--- src/wims_pkg.sv ---
// ----------------------------------------------------------------------------
// wims_pkg
// Shared types and constants for the windowed infection model step unit.
// ----------------------------------------------------------------------------
package wims_pkg;

    // Default sizes
    localparam int DEF_MAX_WINDOW  = 64;
    localparam int DEF_VALUE_WIDTH = 48;

    // Port field widths
    localparam int FIELD_W   = 48;
    localparam int RATE_W    = 32;
    localparam int WLEN_W    = 7;
    localparam int CFG_IDX_W = 3;
    localparam int CFG_COUNT = 6;

    // Shared multiplier: 64x64 product built from 32x32 partial products
    localparam int MUL_W   = 64;
    localparam int PART_W  = 32;
    localparam int PROD_W  = 128;
    localparam int MUL_CNT_W = 3;
    localparam logic [MUL_CNT_W-1:0] MUL_LAST = 3'd4;

    // Rate product keeps bits [95:32]; the second product drops 16 fraction bits
    localparam int P_LSB    = 32;
    localparam int FRAC_W   = 16;

    // Configuration register indexes
    typedef enum logic [CFG_IDX_W-1:0] {
        CFG_RATE = 3'd0,
        CFG_WLEN = 3'd1,
        CFG_NPOP = 3'd2,
        CFG_S0   = 3'd3,
        CFG_I0   = 3'd4,
        CFG_R0   = 3'd5
    } cfg_idx_t;

    // Step sequencer states
    typedef enum logic [3:0] {
        ST_IDLE,
        ST_SUM1,
        ST_SUM2,
        ST_M1GO,
        ST_M1WAIT,
        ST_M2GO,
        ST_M2WAIT,
        ST_DELTA,
        ST_CALC,
        ST_FIN
    } state_t;

    // History memory command
    typedef struct packed {
        logic rd;
        logic wr;
    } ring_cmd_t;

endpackage

--- src/wims_mul.sv ---
// ----------------------------------------------------------------------------
// wims_mul
// Multicycle 64x64 unsigned multiplier: one registered 32x32 partial product
// per cycle, accumulated in the following cycle. Done pulses when the product is final.
// ----------------------------------------------------------------------------
module wims_mul (
    input  logic                        clk,
    input  logic                        rst_n,
    input  logic                        start,
    input  logic [wims_pkg::MUL_W-1:0]  a,
    input  logic [wims_pkg::MUL_W-1:0]  b,
    output logic                        done,
    output logic [wims_pkg::PROD_W-1:0] prod
);

    logic                              busy_reg;
    logic [wims_pkg::MUL_CNT_W-1:0]    cnt_reg;
    logic                              done_reg;
    logic                              pp_vld_reg;
    logic [1:0]                        pp_sel_reg;
    logic [wims_pkg::MUL_W-1:0]        a_reg;
    logic [wims_pkg::MUL_W-1:0]        b_reg;
    logic [2*wims_pkg::PART_W-1:0]     pp_reg;
    logic [wims_pkg::PROD_W-1:0]       acc_reg;

    logic [wims_pkg::PART_W-1:0]       a_half;
    logic [wims_pkg::PART_W-1:0]       b_half;
    logic [2*wims_pkg::PART_W-1:0]     pp_next;
    logic [wims_pkg::PROD_W-1:0]       pp_shifted;

    // Pick halves: a half from bit 1 of the step, b half from bit 0
    always_comb
    begin
        a_half  = cnt_reg[1] ? a_reg[wims_pkg::MUL_W-1:wims_pkg::PART_W]
                             : a_reg[wims_pkg::PART_W-1:0];
        b_half  = cnt_reg[0] ? b_reg[wims_pkg::MUL_W-1:wims_pkg::PART_W]
                             : b_reg[wims_pkg::PART_W-1:0];
        pp_next = (2*wims_pkg::PART_W)'(a_half) * (2*wims_pkg::PART_W)'(b_half);
    end

    // Align the partial product to its column
    always_comb
    begin
        unique case (pp_sel_reg)
            2'd0:    pp_shifted = wims_pkg::PROD_W'(pp_reg);
            2'd3:    pp_shifted = wims_pkg::PROD_W'(pp_reg) << (2*wims_pkg::PART_W);
            default: pp_shifted = wims_pkg::PROD_W'(pp_reg) << wims_pkg::PART_W;
        endcase
    end

    // Step control
    always_ff @(posedge clk or negedge rst_n)
    begin
        if (!rst_n)
        begin
            busy_reg   <= 1'b0;
            cnt_reg    <= '0;
            done_reg   <= 1'b0;
            pp_vld_reg <= 1'b0;
        end
        else if (start)
        begin
            busy_reg   <= 1'b1;
            cnt_reg    <= '0;
            done_reg   <= 1'b0;
            pp_vld_reg <= 1'b0;
        end
        else if (busy_reg)
        begin
            pp_vld_reg <= (cnt_reg != wims_pkg::MUL_LAST);
            done_reg   <= (cnt_reg == wims_pkg::MUL_LAST);
            busy_reg   <= (cnt_reg != wims_pkg::MUL_LAST);
            cnt_reg    <= cnt_reg + 1'b1;
        end
        else
        begin
            done_reg   <= 1'b0;
        end
    end

    // Operands, partial product and accumulator
    always_ff @(posedge clk)
    begin
        if (start)
        begin
            a_reg   <= a;
            b_reg   <= b;
            acc_reg <= '0;
        end
        else if (busy_reg)
        begin
            pp_reg     <= pp_next;
            pp_sel_reg <= cnt_reg[1:0];
            if (pp_vld_reg)
            begin
                acc_reg <= acc_reg + pp_shifted;
            end
        end
    end

    assign done = done_reg;
    assign prod = acc_reg;

endmodule

--- config.mk ---
export PLATFORM = sky130hd
export DESIGN_NAME = wims_mul
export DESIGN_NICKNAME = d
export VERILOG_FILES = /design/src/wims_pkg.sv /design/src/wims_mul.sv
export SDC_FILE = /design/constraint.sdc
export NUM_CORES = 2
export LEC_CHECK = 0
export ABC_CLOCK_PERIOD_IN_PS = 21600
export BUFFER_PORTS_ARGS = -buffer_cell sky130_fd_sc_hd__buf_2
export CORE_AREA = 2 2 300 302
export DETAILED_ROUTE_END_ITERATION = 16
export DIE_AREA = 0 0 302 304
export GPL_TIMING_DRIVEN = 0
export PLACE_DENSITY_LB_ADDON = 0.08
export SYNTH_ARGS = -nofsm -noshare
export SYNTH_HDL_FRONTEND = slang
export SYNTH_SLANG_ARGS = --single-unit
--- constraint.sdc ---
create_clock -name clk -period 21.6 [get_ports clk]
set_clock_uncertainty 0.1 [all_clocks]
set_input_delay 5.4 -clock clk [delete_from_list [all_inputs] [get_ports clk]]
set_output_delay 5.4 -clock clk [all_outputs]
set_load 0.02 [all_outputs]
==> results.txt <==
critical path class - reg -> reg
hold_buf cts - 0
largest cells by area after synthesis - fa_1 34%, edfxtp_1 11%, ha_1 9.4%
CP Launch Type - flip-flop
drt total wl - 216000 µm
Hold Crit Class - reg -> reg
non-filler instance count after layout - 7510
vias per inst - 6.18
Hold Vio Cnt, Final - 0
Post-CTS Setup Repair Bufs - 0
Yosys cell types - 86
FP Rows - 110
net count reported at finish - 7723
post-cts sizing count - 0
Hold Path Depth - 2
Die Y - 304 µm
first-pass GRT wire length - 310000 µm
Residual DRC - 0
crit-path max cell delay - 1.04 ns
synthesis-to-layout area growth - 8.39%
met1 usage - 55.4%
Post-synth top flop - edfxtp_1
Worst-path clk slew - 0.06 ns
crit end category - flip-flop
Filler Cell Count - 7697
starting DRC count in detailed routing - 5402
clock latency at the later pin of the worst-skew pair - 0.65 ns
hold endpoint - prod[17]
post-synthesis sequential area ratio - 16.2%
GRT Total Usage - 47.5%
layout cells sized above 1 - 7.66%
CP arrival - 13.42 ns
Synth top cells by count - 947 x inv_1, 897 x fa_1, 842 x nand2_1
flops & latches, synth - 328
Post-DRT Antenna Nets - 0
CTS tree - done
FMAX - 76.1 MHz
post-synth top area cell - fa_1
GPL Wtd Cong - 1.13
Crit path required time - 21.88 ns
Die W - 302 µm
max FFs per register - 128
met2 Track Usage GR - 69.5%
H-tree depth - 2
max_slew headroom - -17.5%
total gr overflow - 0
number of flops mapped to enable cells by yosys - 194
CTS root buf - clkbuf_16
worst r2r src - cnt_reg[1]
met3 Use GR - 18.1%
placed cells - 7434
cell area after synthesis - 0.0527 mm²
HP Start - prod[17]
I/O pin count - 260
Setup Viol. Count Final - 0
crit path max fanout - 10
Placed Area - 0.0558 mm²
Top cell by count, worst path - fa_1
total number of vias - 46400
Mapped Avg Cell Area - 8.81 µm²
gr busiest metal - met2
Slew Limit Fails - 30
CP max-delay cell - clkbuf_1
Final Critical Period - 13.14 ns
slew at the pin closest to its max-slew limit - 1.71 ns
RSZ-0062 raised after global routing - no
Synth Instances - 5979
largest net degree at the start of global routing - 115
post-route cell area - 0.0571 mm²
Reg2Reg Capture Point - pp_reg[60]
failing checks - capacitance limit, slew limit
Max Buffers Root-to-Sink - 3
die area - 0.0918 mm²
TritonCTS Buffers - 38
Core ar. - 0.0890 mm²
IO buf count - 259
CTS sink cnt - 328
ys async rst share - 1.83%
most frequent cell after synthesis - inv_1
Final period util - 60.8%
Yosys top cell area share - 34.1%
vias in the first global route - 46800
initial antenna violation count - 4
Initial Util - 59.1%
Syn Nets - 7401
maximum capacitance violations - 3
status - finished, violations left
Worst R2R Setup Slack - 8.46 ns
Post-DP HPWL - 177000 µm
yosys warns - 0
drt wl/cell - 28.7 µm
Initial DRT Pass Iterations - 8
reg2reg path depth - 28
TNS Setup - 0 ns
-- worst max-delay path, delay by kind of cell (launching register included) --
family / cells / cell delay (ns)
AOI/OAI and AO/OA: 6 / 1.86
muxes: 1 / 0.94
and+or+nand+nor: 5 / 1.42
DFF: 1 / 0.66
buffers and inverters: 6 / 2.94
adders and majority gates: 9 / 4.82
xor gates and xnor gates: 1 / 0.13
-- cell type report --
class,count,area [µm²],share of cell area (%)
inverters,948,3560,6.23
well taps,1176,1470,2.58
plain buffers,290,1120,1.97
repair buffers,282,1590,2.79
diodes,4,10.0,0.0175
clock inverters,21,244,0.427
clock buffers,48,1010,1.77
flip-flops and latches,328,8540,15.0
multi-input cells,4413,39500,69.3
-- metal layers --
layer	wire (µm)	up-vias	share of wire, %
li1	-	19700	-
met1	74200	22500	34
met2	89800	3239	42
met3	28500	969	13
met4	23000	4	11
met5	30	-	0.014
-- worst max path at each step --
stage / from / endpoint / slack, ns
2_1_floorplan: start / pp_reg[0] / 12.47
6_report: cnt_reg[1] / pp_reg[60] / 8.46
3_3_place_gp: cnt_reg[0] / pp_reg[60] / 9.08
4_1_cts: cnt_reg[1] / pp_reg[60] / 8.94
3_5_place_dp: cnt_reg[1] / pp_reg[60] / 8.96
5_1_grt: cnt_reg[0] / pp_reg[60] / 8.26
-- cell usage in the layout, fill, tap and decap left out, types with 12 or more instances in the layout --
| cell type | n |
|---|---|
| xnor2_1 | 115 |
| nor2b_1 | 18 |
| o21ai_1 | 30 |
| a21oi_1 | 331 |
| edfxtp_1 | 194 |
| clkbuf_1 | 255 |
| ha_1 | 394 |
| a31oi_1 | 20 |
| buf_2 | 281 |
| o21a_1 | 22 |
| o21ai_0 | 179 |
| nand4_1 | 75 |
| o21bai_1 | 62 |
| nand2_1 | 842 |
| dfxtp_1 | 128 |
| and2_1 | 71 |
| a22o_1 | 35 |
| mux2i_2 | 22 |
| nor3_1 | 36 |
| nor2_1 | 739 |
| fa_1 | 897 |
| and3_1 | 17 |
| xor2_1 | 61 |
| clkbuf_16 | 39 |
| nor4_1 | 12 |
| buf_1 | 19 |
| buf_6 | 16 |
| mux2_2 | 65 |
| mux2i_1 | 45 |
| o31ai_1 | 15 |
| a21o_1 | 108 |
| nand3_1 | 38 |
| inv_1 | 947 |
| a211oi_1 | 15 |
-- cells by family after synthesis --
logic type	Yosys count	synth area share, %
buffers and inverters	1238	8.89
AND/OR/NAND/NOR	1906	15.1
multiplexers	132	2.66
adder cells (fa/ha/maj)	1291	43.5
AO/OA/AOI/OAI	908	10.8
flip-flops	328	16.2
XOR/XNOR	176	2.93
-- through the flow --
step,worst slack [ns],hold slack (ns),util [%]
final,8.46,0.366,64.1
after global routing,8.26,0.388,64.1
after CTS,8.94,0.369,64.1
after detailed placement,8.96,0.361,62.6
after global placement,9.08,0.358,62.2
after floorplan,12.47,0.351,-
Power is not shown: default switching activity piles up to over one toggle a cycle in this logic, so the estimate is an artifact.
